## src/acsf_pkg.sv

```systemverilog
// Shared types, constants and helper functions of the accelerometer calibration filter.
`default_nettype none

package acsf_pkg;

    localparam int NLanes  = 3;
    localparam int WordW   = 16;
    localparam int DataW   = 32;
    localparam int SensW   = 16;
    localparam int WgtW    = 17;
    localparam int ThrW    = 32;
    localparam int NeedW   = 10;
    localparam int TrialW  = 16;
    localparam int SumW    = 42;
    localparam int SqW     = 48;
    localparam int DistW   = 50;
    localparam int PhaseW  = 2;
    localparam int WideW   = 51;
    localparam int DivCntW = $clog2(SumW);

    localparam int InDataW  = 48;
    localparam int OutDataW = 200;
    localparam int AddrW    = 5;
    localparam int ApbW     = 32;

    localparam logic [WgtW-1:0]   WgtOne        = WgtW'(65536);
    localparam logic [SensW-1:0]  SensReset     = SensW'(256);
    localparam logic [WgtW-1:0]   WgtReset      = WgtW'(65536);
    localparam logic [ThrW-1:0]   ThrReset      = ThrW'(164);
    localparam logic [NeedW-1:0]  NeedReset     = NeedW'(100);
    localparam logic [TrialW-1:0] TrialReset    = TrialW'(1000);
    localparam logic [NeedW-1:0]  NeedMax       = '1;
    localparam logic [TrialW-1:0] TrialMax      = '1;

    localparam logic signed [WideW-1:0] Max32 = WideW'(64'sd2147483647);
    localparam logic signed [WideW-1:0] Min32 = WideW'(-64'sd2147483648);

    // Register indexes on the configuration port.
    localparam logic [2:0] REG_SENS  = 3'd0;
    localparam logic [2:0] REG_WGT   = 3'd1;
    localparam logic [2:0] REG_THR   = 3'd2;
    localparam logic [2:0] REG_NEED  = 3'd3;
    localparam logic [2:0] REG_TRIAL = 3'd4;

    typedef enum logic [PhaseW-1:0] {
        PH_NEVER = 2'd0,
        PH_RUN   = 2'd1,
        PH_DONE  = 2'd2,
        PH_FAIL  = 2'd3
    } t_phase;

    typedef struct packed {
        logic load;
        logic scale;
        logic acc;
        logic mul;
        logic sq;
        logic commit;
        logic take_last;
    } t_lane_ctl;

    typedef struct packed {
        logic start;
        logic measure;
        logic decide;
    } t_merge_ctl;

    function automatic logic signed [DataW-1:0] sat32(input logic signed [WideW-1:0] v);
        logic signed [DataW-1:0] r;
        if (v > Max32) begin
            r = 32'sh7FFF_FFFF;
        end else if (v < Min32) begin
            r = 32'sh8000_0000;
        end else begin
            r = v[DataW-1:0];
        end
        return r;
    endfunction

endpackage

`default_nettype wire

```

## src/acsf_div.sv

```systemverilog
// Restoring divider, one quotient bit per cycle, for the offset averages.
`default_nettype none

module acsf_div (
    input  wire logic                         i_clk,
    input  wire logic                         i_rst_n,
    input  wire logic                         i_start,
    input  wire logic [acsf_pkg::SumW-1:0]    i_dividend,
    input  wire logic [acsf_pkg::NeedW-1:0]   i_divisor,
    output logic                              o_busy,
    output logic [acsf_pkg::SumW-1:0]         o_quot
);

    logic                           r_busy;
    logic [acsf_pkg::DivCntW-1:0]   r_cnt;
    logic [acsf_pkg::SumW-1:0]      r_quot;
    logic [acsf_pkg::NeedW-1:0]     r_rem;
    logic [acsf_pkg::NeedW-1:0]     r_dsr;

    logic [acsf_pkg::NeedW:0]       w_trial;
    logic                           w_ge;

    always_comb begin
        w_trial = {r_rem, r_quot[acsf_pkg::SumW-1]};
        w_ge    = w_trial >= {1'b0, r_dsr};
    end

    always_ff @(posedge i_clk) begin
        if (!i_rst_n) begin
            r_busy <= 1'b0;
            r_cnt  <= '0;
        end else if (i_start) begin
            r_busy <= 1'b1;
            r_cnt  <= '0;
        end else if (r_busy) begin
            r_cnt <= r_cnt + 1'b1;
            if (r_cnt == acsf_pkg::DivCntW'(acsf_pkg::SumW - 1)) begin
                r_busy <= 1'b0;
            end
        end
    end

    always_ff @(posedge i_clk) begin
        if (i_start) begin
            r_quot <= i_dividend;
            r_rem  <= '0;
            r_dsr  <= i_divisor;
        end else if (r_busy) begin
            r_quot <= {r_quot[acsf_pkg::SumW-2:0], w_ge};
            r_rem  <= w_ge ? acsf_pkg::NeedW'(w_trial - {1'b0, r_dsr})
                           : w_trial[acsf_pkg::NeedW-1:0];
        end
    end

    assign o_busy = r_busy;
    assign o_quot = r_quot;

endmodule

`default_nettype wire

```

## src/acsf_merge.sv

```systemverilog
// Merging stage: sums the lane distances and runs the calibration bookkeeping.
`default_nettype none

module acsf_merge (
    input  wire logic                                          i_clk,
    input  wire logic                                          i_rst_n,
    input  wire acsf_pkg::t_merge_ctl                          i_ctl,
    input  wire logic signed [acsf_pkg::DataW-1:0]             i_acc0,
    input  wire logic signed [acsf_pkg::DataW-1:0]             i_acc1,
    input  wire logic [acsf_pkg::NLanes-1:0][acsf_pkg::SqW-1:0] i_sq,
    input  wire logic [acsf_pkg::ThrW-1:0]                     i_thr,
    input  wire logic [acsf_pkg::NeedW-1:0]                    i_need,
    input  wire logic [acsf_pkg::TrialW-1:0]                   i_trial_lim,
    output logic signed [acsf_pkg::DataW-1:0]                  o_off0,
    output logic signed [acsf_pkg::DataW-1:0]                  o_off1,
    output acsf_pkg::t_phase                                   o_phase,
    output logic                                               o_take_last,
    output logic                                               o_busy
);

    logic signed [acsf_pkg::DataW-1:0] r_off0;
    logic signed [acsf_pkg::DataW-1:0] r_off1;
    logic signed [acsf_pkg::SumW-1:0]  r_sum0;
    logic signed [acsf_pkg::SumW-1:0]  r_sum1;
    logic [acsf_pkg::NeedW-1:0]        r_count;
    logic [acsf_pkg::TrialW-1:0]       r_trial;
    acsf_pkg::t_phase                  r_phase;
    logic                              r_need_ref;
    logic                              r_stable;
    logic                              r_div_go;
    logic                              r_div_run;

    logic [acsf_pkg::DistW-1:0]        w_dist;
    logic [acsf_pkg::NeedW-1:0]        w_needed;
    logic [acsf_pkg::NeedW-1:0]        w_count;
    logic [acsf_pkg::TrialW-1:0]       w_trial;
    logic                              w_running;
    logic [acsf_pkg::SumW-1:0]         w_dvd0;
    logic [acsf_pkg::SumW-1:0]         w_dvd1;
    logic [acsf_pkg::SumW-1:0]         w_q0;
    logic [acsf_pkg::SumW-1:0]         w_q1;
    logic                              w_busy0;
    logic                              w_busy1;
    logic                              w_div_end;

    function automatic logic signed [acsf_pkg::DataW-1:0] fix_sign(
        input logic                        neg,
        input logic [acsf_pkg::SumW-1:0]   q
    );
        logic big;
        logic signed [acsf_pkg::DataW-1:0] r;
        big = |q[acsf_pkg::SumW-1:acsf_pkg::DataW-1];
        if (neg) begin
            // A magnitude of exactly 2^31 still maps to the most negative value.
            r = (q > acsf_pkg::SumW'(64'h8000_0000)) ? 32'sh8000_0000
                                                     : -$signed(q[acsf_pkg::DataW-1:0]);
        end else begin
            r = big ? 32'sh7FFF_FFFF : $signed(q[acsf_pkg::DataW-1:0]);
        end
        return r;
    endfunction

    always_comb begin
        w_dist = acsf_pkg::DistW'(i_sq[0]) + acsf_pkg::DistW'(i_sq[1])
               + acsf_pkg::DistW'(i_sq[2]);
        w_needed  = (i_need == '0) ? acsf_pkg::NeedW'(1) : i_need;
        w_running = (r_phase == acsf_pkg::PH_RUN) && !r_need_ref;
        w_trial   = (r_trial == acsf_pkg::TrialMax) ? r_trial : r_trial + 1'b1;
        w_count   = (r_stable && r_count != acsf_pkg::NeedMax) ? r_count + 1'b1 : r_count;
        w_dvd0    = (r_sum0[acsf_pkg::SumW-1] ? acsf_pkg::SumW'(-r_sum0)
                                              : acsf_pkg::SumW'(r_sum0))
                  + acsf_pkg::SumW'(r_count[acsf_pkg::NeedW-1:1]);
        w_dvd1    = (r_sum1[acsf_pkg::SumW-1] ? acsf_pkg::SumW'(-r_sum1)
                                              : acsf_pkg::SumW'(r_sum1))
                  + acsf_pkg::SumW'(r_count[acsf_pkg::NeedW-1:1]);
        w_div_end = r_div_run && !r_div_go && !w_busy0 && !w_busy1;
    end

    acsf_div u_div0 (
        .i_clk      (i_clk),
        .i_rst_n    (i_rst_n),
        .i_start    (r_div_go),
        .i_dividend (w_dvd0),
        .i_divisor  (r_count),
        .o_busy     (w_busy0),
        .o_quot     (w_q0)
    );

    acsf_div u_div1 (
        .i_clk      (i_clk),
        .i_rst_n    (i_rst_n),
        .i_start    (r_div_go),
        .i_dividend (w_dvd1),
        .i_divisor  (r_count),
        .o_busy     (w_busy1),
        .o_quot     (w_q1)
    );

    always_ff @(posedge i_clk) begin
        if (!i_rst_n) begin
            r_off0     <= '0;
            r_off1     <= '0;
            r_sum0     <= '0;
            r_sum1     <= '0;
            r_count    <= '0;
            r_trial    <= '0;
            r_phase    <= acsf_pkg::PH_NEVER;
            r_need_ref <= 1'b0;
            r_stable   <= 1'b0;
            r_div_go   <= 1'b0;
            r_div_run  <= 1'b0;
        end else begin
            r_div_go <= 1'b0;
            if (i_ctl.measure) begin
                r_stable <= w_dist < acsf_pkg::DistW'(i_thr);
            end
            if (i_ctl.start) begin
                r_off0     <= '0;
                r_off1     <= '0;
                r_sum0     <= '0;
                r_sum1     <= '0;
                r_count    <= '0;
                r_trial    <= '0;
                r_phase    <= acsf_pkg::PH_RUN;
                r_need_ref <= 1'b1;
                r_div_run  <= 1'b0;
            end else if (i_ctl.decide && r_phase == acsf_pkg::PH_RUN) begin
                if (r_need_ref) begin
                    r_need_ref <= 1'b0;
                end else begin
                    r_trial <= w_trial;
                    r_count <= w_count;
                    if (r_stable) begin
                        r_sum0 <= r_sum0 + acsf_pkg::SumW'(i_acc0);
                        r_sum1 <= r_sum1 + acsf_pkg::SumW'(i_acc1);
                    end
                    if (w_count >= w_needed) begin
                        r_phase  <= acsf_pkg::PH_DONE;
                        r_div_go <= 1'b1;
                    end else if (w_trial >= i_trial_lim) begin
                        r_off0  <= '0;
                        r_off1  <= '0;
                        r_phase <= acsf_pkg::PH_FAIL;
                    end
                end
            end else if (r_div_go) begin
                r_div_run <= 1'b1;
            end else if (w_div_end) begin
                r_div_run <= 1'b0;
                r_off0    <= fix_sign(r_sum0[acsf_pkg::SumW-1], w_q0);
                r_off1    <= fix_sign(r_sum1[acsf_pkg::SumW-1], w_q1);
            end
        end
    end

    assign o_off0      = r_off0;
    assign o_off1      = r_off1;
    assign o_phase     = r_phase;
    assign o_take_last = i_ctl.decide && (r_phase == acsf_pkg::PH_RUN)
                       && (r_need_ref || (w_running && r_stable));
    assign o_busy      = r_div_go || r_div_run;

    a_div_done_phase: assert property (@(posedge i_clk) disable iff (!i_rst_n)
        r_div_run |-> r_phase == acsf_pkg::PH_DONE)
        else $error("offset division running outside the finished phase");

    a_trial_hold: assert property (@(posedge i_clk) disable iff (!i_rst_n)
        (!i_ctl.decide && !i_ctl.start) |=> $stable(r_trial))
        else $error("trial count moved without a calibration step");

    a_start_clears: assert property (@(posedge i_clk) disable iff (!i_rst_n)
        i_ctl.start |=> (r_phase == acsf_pkg::PH_RUN && r_trial == '0 && r_count == '0))
        else $error("start command did not restart calibration");

endmodule

`default_nettype wire

```

## config.mk

```make
export PLATFORM = sky130hd
export DESIGN_NAME = acsf_merge
export DESIGN_NICKNAME = d
export VERILOG_FILES = /design/src/acsf_pkg.sv /design/src/acsf_div.sv /design/src/acsf_merge.sv
export SDC_FILE = /design/constraint.sdc
export NUM_CORES = 1
export LEC_CHECK = 0
export ABC_AREA = 0
export BUFFER_PORTS_ARGS = -buffer_cell sky130_fd_sc_hd__buf_2
export CORE_AREA = 5 5 259 261
export CTS_BUF_LIST = sky130_fd_sc_hd__clkbuf_16
export DETAILED_ROUTE_END_ITERATION = 6
export DIE_AREA = 0 0 264 266
export GPL_ROUTABILITY_DRIVEN = 0
export GPL_TIMING_DRIVEN = 0
export PLACE_DENSITY_LB_ADDON = 0.1
export SLEW_MARGIN = 40
export SYNTH_ARGS = -nofsm -noshare
export SYNTH_HDL_FRONTEND = slang
export SYNTH_SLANG_ARGS = --single-unit
```

## constraint.sdc

```tcl
create_clock -name i_clk -period 10.17 [get_ports i_clk]
set_input_delay 2.5425 -clock i_clk [delete_from_list [all_inputs] [get_ports i_clk]]
set_output_delay 2.5425 -clock i_clk [all_outputs]
set_load 0.03 [all_outputs]
```

After elaboration in Yosys (flattened, before gate mapping)
Cells that the tools add are included.
{"block": "totals", "out_inout_bits": 68, "latchBits": 0, "romBits": 0, "word_cells": 132, "ram_bits": 0, "ff_bits": 308, "memories": 0}
{"block": "classes", "n_shift": 0, "n_reduce_logical": 33, "bitwise_logic": 3, "n_addsub": 16, "mul": 0, "muxes": 42, "order_cmp": 7, "div_mod_pow": 0, "n_eq_ne": 10}
{"cell": "$mux W32", "count": 15}
{"cell": "$mux W42", "count": 6}
{"cell": "$add A42 B32 Y42", "count": 2}
{"cell": "$add A42 B9 Y42", "count": 2}
{"cell": "$gt A42 B32 Y1 const B", "count": 2}
{"cell": "$neg A42 Y42", "count": 2}
{"cell": "$neg A32 Y32", "count": 2}
{"cell": "$add A49 B48 Y50", "count": 1}
{"cell": "$lt A50 B32 Y1", "count": 1}
{"cell": "$add A48 B48 Y49", "count": 1}
{"cell": "$mux W10", "count": 4}
{"cell": "$ge A11 B10 Y1", "count": 2}
{"cell": "$reduce_or A11 Y1", "count": 2}
{"cell": "$sub A10 B10 Y10", "count": 2}
{"cell": "$add A16 B1 Y16 const B", "count": 1}
{"cell": "$eq A16 B16 Y1 const B", "count": 1}
{"cell": "$ge A16 B16 Y1", "count": 1}
{"cell": "$mux W16", "count": 1}
{"cell": "$mux W1", "count": 14}
{"cell": "$add A6 B1 Y6 const B", "count": 2}
{"cell": "$eq A6 B6 Y1 const B", "count": 2}
{"cell": "$reduce_bool A2 Y1", "count": 6}
{"cell": "$add A10 B1 Y10 const B", "count": 1}
{"cell": "$ge A10 B10 Y1", "count": 1}
{"cell": "other kinds (16)", "count": 37}

Logic depth before layout (Yosys ltp)
{"block": "logic_depth", "word_depth": 8, "ltp_mapped": 27}

By module
From an unflattened synthesis, not the netlist that was laid out.
{"block": "hier_totals", "hier_cells": 3539, "area_unflattened_um2": 29173.0}
{"module": "acsf_merge", "seq_area_each_um2": 3603.5, "n_inst": 1, "area_per_inst_um2": 22436.5, "cells_per_inst": 3007}
{"module": "acsf_div", "seq_area_each_um2": 1901.8, "n_inst": 2, "area_per_inst_um2": 3368.2, "cells_per_inst": 266}

Least setup slack after synthesis
OpenSTA, ideal clock, no wires.
{"block": "synth_timing", "path_type": "input to register", "startpoint": "in i_sq[1] (netlist bit)", "endpoint": "reg r_stable", "required_time_ns": 10.096, "slack_ns": 2.147, "path_buffers": 0, "arrival_ns": 7.949, "path_stages": 23, "cell_sequence": "fa_1 -> ha_1 -> fa_1 -> a21oi_1 -> o21ai_0 -> a2111oi_0 -> or3_1 -> and2_1 -> o31a_1 -> o41ai_1 -> xnor2_1 -> ha_1 -> or4bb_1 -> a31oi_1 -> o41ai_1 -> a211o_1 -> a2111oi_0 -> o2111a_1 -> nand4_1 -> or4_1 -> nor4_1 -> nand4_1 -> o21ai_0"}
{"block": "synth_between", "elab_chain_cells": 3}
{"element": "start: declaration", "line_no": "acsf_merge.sv:10", "rtl": "input wire logic [acsf_pkg::NLanes-1:0][acsf_pkg::SqW-1:0] i_sq,"}
{"element": "$add A48 B48 Y49", "line_no": "acsf_merge.sv:64", "rtl": "w_dist = acsf_pkg::DistW'(i_sq[0]) + acsf_pkg::DistW'(i_sq[1])"}
{"element": "$add A49 B48 Y50", "line_no": "acsf_merge.sv:65", "rtl": "+ acsf_pkg::DistW'(i_sq[2]);"}
{"element": "$lt A50 B32 Y1", "line_no": "acsf_merge.sv:115", "rtl": "r_stable <= w_dist < acsf_pkg::DistW'(i_thr);"}
{"element": "end signal: assignment", "line_no": "acsf_merge.sv:115"}
{"element": "end: declaration", "line_no": "acsf_merge.sv:29", "rtl": "logic r_stable;"}
Every way passes these cells.
A chain may end at the register's enable or synchronous reset.

Worst setup path in the final report
Ends and elaborated chain as after synthesis.

==> results.sh <==
export IMPL_cts_buffer_depth=3
export IMPL_netlist_instances=3555
export IMPL_crit_family="compound AO/OA/AOI/OAI gates"
export IMPL_drc_errors=0
export IMPL_crit_slowest_cell="o41ai_2"
export IMPL_post_drt_wl_per_cell_um=18.9
export IMPL_grt_pass1_vias=25700
export IMPL_synth_cell_area_mm2=0.0286
export IMPL_cts_sinks=308
export IMPL_grt_pass1_wl_mm=142
export IMPL_syn_avg_cell_area_um2=8.05
export IMPL_dpl_hpwl_mm=73.4
export IMPL_start_util_pct=44.6
export IMPL_drv_slew=0
export IMPL_skew_ns=0.0224
export IMPL_finalHoldViolations=0
export IMPL_rr_worst_depth=21
export IMPL_synth_xor_area_share_pct=10.1
export IMPL_area_growth_pct=14.7
export IMPL_cp_slowest_stage_delay_ns=0.83
export IMPL_endpoint_kind="flop"
export IMPL_final_common_cell="nand2_1"
export IMPL_tightest_slew_ns=0.841
export IMPL_postRouteWirelength_mm=91.5
export IMPL_cp_max_fo=5
export IMPL_ys_warn_count=0
export IMPL_placed_cells=4752
export IMPL_tns_ns=0
export IMPL_grt_max_degree=44
export IMPL_ir_drop_v=0.0000972
export IMPL_postSynthNetCount=4115
export IMPL_rows=93
export IMPL_required_ns=10.67
export IMPL_clk_latency_ns=0.59
export IMPL_synth_seq_cells=308
export IMPL_crit_type="primary input to flop"
export IMPL_clk_root_buffer_cell="clkbuf_16"
export IMPL_p_switching_uw=1090
export IMPL_cp_arrival_ns=9.45
export IMPL_vias_per_cell=5.60
export IMPL_pwr_share_seq_pct=35.5
export IMPL_dieArea_mm2=0.0702
export IMPL_yosysSeqAreaShare_pct=24.8
export IMPL_cts_setup_buffers=0
export IMPL_synth_cell_types=93
export IMPL_async_reset_ff_share_pct=0
export IMPL_cp_num_buf_inv=1
export IMPL_pin_count=339
export IMPL_cts_hold_buf=0
export IMPL_pwr_share_clk_pct=41.3
export IMPL_final_antenna_net_count=0
export IMPL_vias=27100
export IMPL_crit_cells=24
export IMPL_die_x_um=264
export IMPL_final_cell_mix="nand2_1, buf_2, a21oi_1"
export IMPL_power_density_mw_per_mm2=108
export IMPL_internal_power_uw=2460
export IMPL_cts_htree_levels=2
export IMPL_grt_overflow_total=0
export IMPL_maxCapViolations=0
export IMPL_crit_chain="buf_2 -> fa_1 -> ha_1 -> fa_1 -> a21oi_1 -> o21ai_0 -> a2111oi_0 -> or3_1 -> and2_1 -> o31a_1 -> o41ai_2 -> xnor2_1 -> ha_1 -> or4bb_1 -> a31oi_1 -> o41ai_1 -> a211o_1 -> a2111oi_0 -> o2111a_1 -> nand4_1 -> or4_1 -> nor4_1 -> nand4_1 -> o21ai_0"
export IMPL_antenna_found_initial=7
export IMPL_fin_util_pct=51.1
export IMPL_core_area_mm2=0.0642
export IMPL_hold_depth=2
export IMPL_dr_pass1_iters=5
export IMPL_swShare_pct=30.7
export IMPL_relSlewSlack_pct=43.3
export IMPL_power_frac_comb_pct=23.2
export IMPL_finalCriticalPeriod_ns=8.95
export IMPL_min_period_over_period_pct=88.0
export IMPL_max_freq_mhz=112
export IMPL_worstHoldPathType="flop to flop"
export IMPL_yosys_area_share_adder_pct=14.1
export IMPL_outcome="completed"
export IMPL_finalNonFillerCells=4832
export IMPL_start_kind="primary input"
export IMPL_ys_flop_type="dfxtp_1"
export IMPL_grt_total_usage_pct=24.8
export IMPL_cts_reportedPaths_clkPinSlew_ns=0.05
export IMPL_synth_top_family_by_area="simple AND/OR/NAND/NOR gates"
export IMPL_fin_nets=4499
export IMPL_die_h_um=266
export IMPL_cts_tree="done"
export IMPL_synth_compound_area_share_pct=20.6
export IMPL_drt_initial_drc_count=1736
export IMPL_muxShareOfSynthArea_pct=5.28
export IMPL_cts_buffers_inserted=40
export IMPL_drive_above_1_share_pct=13.3
export IMPL_p_leak_uw=0.0144
export IMPL_rsz0062_at_grt="false"
export IMPL_cts_resized=0
export IMPL_setup_viol=0
export IMPL_synth_simple_gate_area_share_pct=20.7
export IMPL_place_port_buffers=338
export IMPL_synth_edf_count=94
==> power groups by stage <==
stage | sequential [uW] | clock [uW] | combinational, uW
global placement | 1290 | 0 | 812
finish | 1260 | 1460 | 825
detailed placement | 1290 | 0 | 813
global route | 1260 | 1540 | 922
floorplan | 1290 | 0 | 556
CTS | 1260 | 1490 | 818
==> worst register-to-register path, delay by kind of cell, from the launching register on <==
kind	cells	cell delay, ns
flops	1	0.31
compound gates	7	1.28
xor+xnor	1	0.23
buf+inv	8	3.81
fa+ha+maj	1	0.48
simple gates	4	0.63
==> synth_stat cells, types with 43 or more instances <==
cell type / count / area, um2
fa_1: 55 / 1100
a21o_1: 96 / 721
nor2b_1: 53 / 332
ha_1: 234 / 2930
dfxtp_1: 214 / 4280
edfxtp_1: 94 / 2820
nor3_1: 79 / 395
xnor2_1: 180 / 1580
xor2_1: 148 / 1300
nand3_1: 62 / 310
nand2_1: 450 / 1690
or3_1: 43 / 269
nand4_1: 55 / 344
mux2_2: 54 / 608
nand2b_1: 50 / 313
a21oi_1: 295 / 1480
clkbuf_1: 154 / 578
nor2_1: 282 / 1060
o21ai_0: 170 / 851
mux2i_1: 89 / 891
inv_1: 152 / 571
==> metrics by stage <==
step	power, uW	cell area [um2]	setup WS, ns	hold slack, ns
finish	3550	32800	1.22	0.451
floorplan	1840	28600	2.15	0.446
detailed placement	2100	31500	0.765	0.448
global route	3720	32800	0.948	0.471
global placement	2100	31400	0.320	0.443
CTS	3570	32800	1.34	0.456
==> metal layers <==
metal / wire length [um] / track usage, % / up-vias
met4: 2410 / 7.16 / 0
li1: - / - / 13600
met1: 41100 / 33.3 / 12700
met3: 4680 / 2.83 / 117
met2: 43200 / 42.5 / 687
met5: 0 / 0 / -
==> flip-flops by register name (all words and copies together), names as in the netlist <==
name / count
r_count: 10
u_div1.o_quot: 42
r_need_ref: 1
u_div0.r_rem: 10
o_phase: 2
u_div0.o_busy: 1
u_div0.o_quot: 42
r_sum1: 42
o_off1: 32
r_div_run: 1
o_off0: 32
u_div1.r_cnt: 6
u_div0.r_dsr: 10
u_div1.o_busy: 1
u_div0.r_cnt: 6
r_stable: 1
r_div_go: 1
u_div1.r_rem: 10
r_trial: 16
r_sum0: 42
==> path summary, 6_finish.rpt <==
check,endpoint,slack (ns),start
worst max-delay path,r_stable$_SDFFE_PN0P_,1.22,i_sq[1]
worst min-delay path,o_off1[0]$_SDFFE_PP0P_,0.45,o_off1[0]$_SDFFE_PP0P_
worst max register to register,u_div0.o_quot[32]$_DFFE_PP_,3.15,r_sum0[41]$_SDFFE_PP0P_
worst min register to register,o_off1[0]$_SDFFE_PP0P_,0.45,o_off1[0]$_SDFFE_PP0P_
==> layout make-up <==
class                      count  area (um2)
inverter                     152         576
multi-input combinational   2920       20300
clock buffer                  41        1030
clock inverter                33         319
antenna                        6        15.0
timing repair buffer         342        1750
sequential                   308        7110
tap                          855        1070
buffer                       175         688
fill                        6476       31400
==> cells by family after synthesis <==
| logic type | after synthesis |
|---|---|
| multiplexers | 144 |
| XOR/XNOR | 329 |
| flip-flops | 308 |
| AND/OR/NAND/NOR | 1237 |
| buffers and inverters | 327 |
| AO/OA/AOI/OAI | 921 |
| adder cells (fa/ha/maj) | 289 |
(Power assumes the default switching activity.)
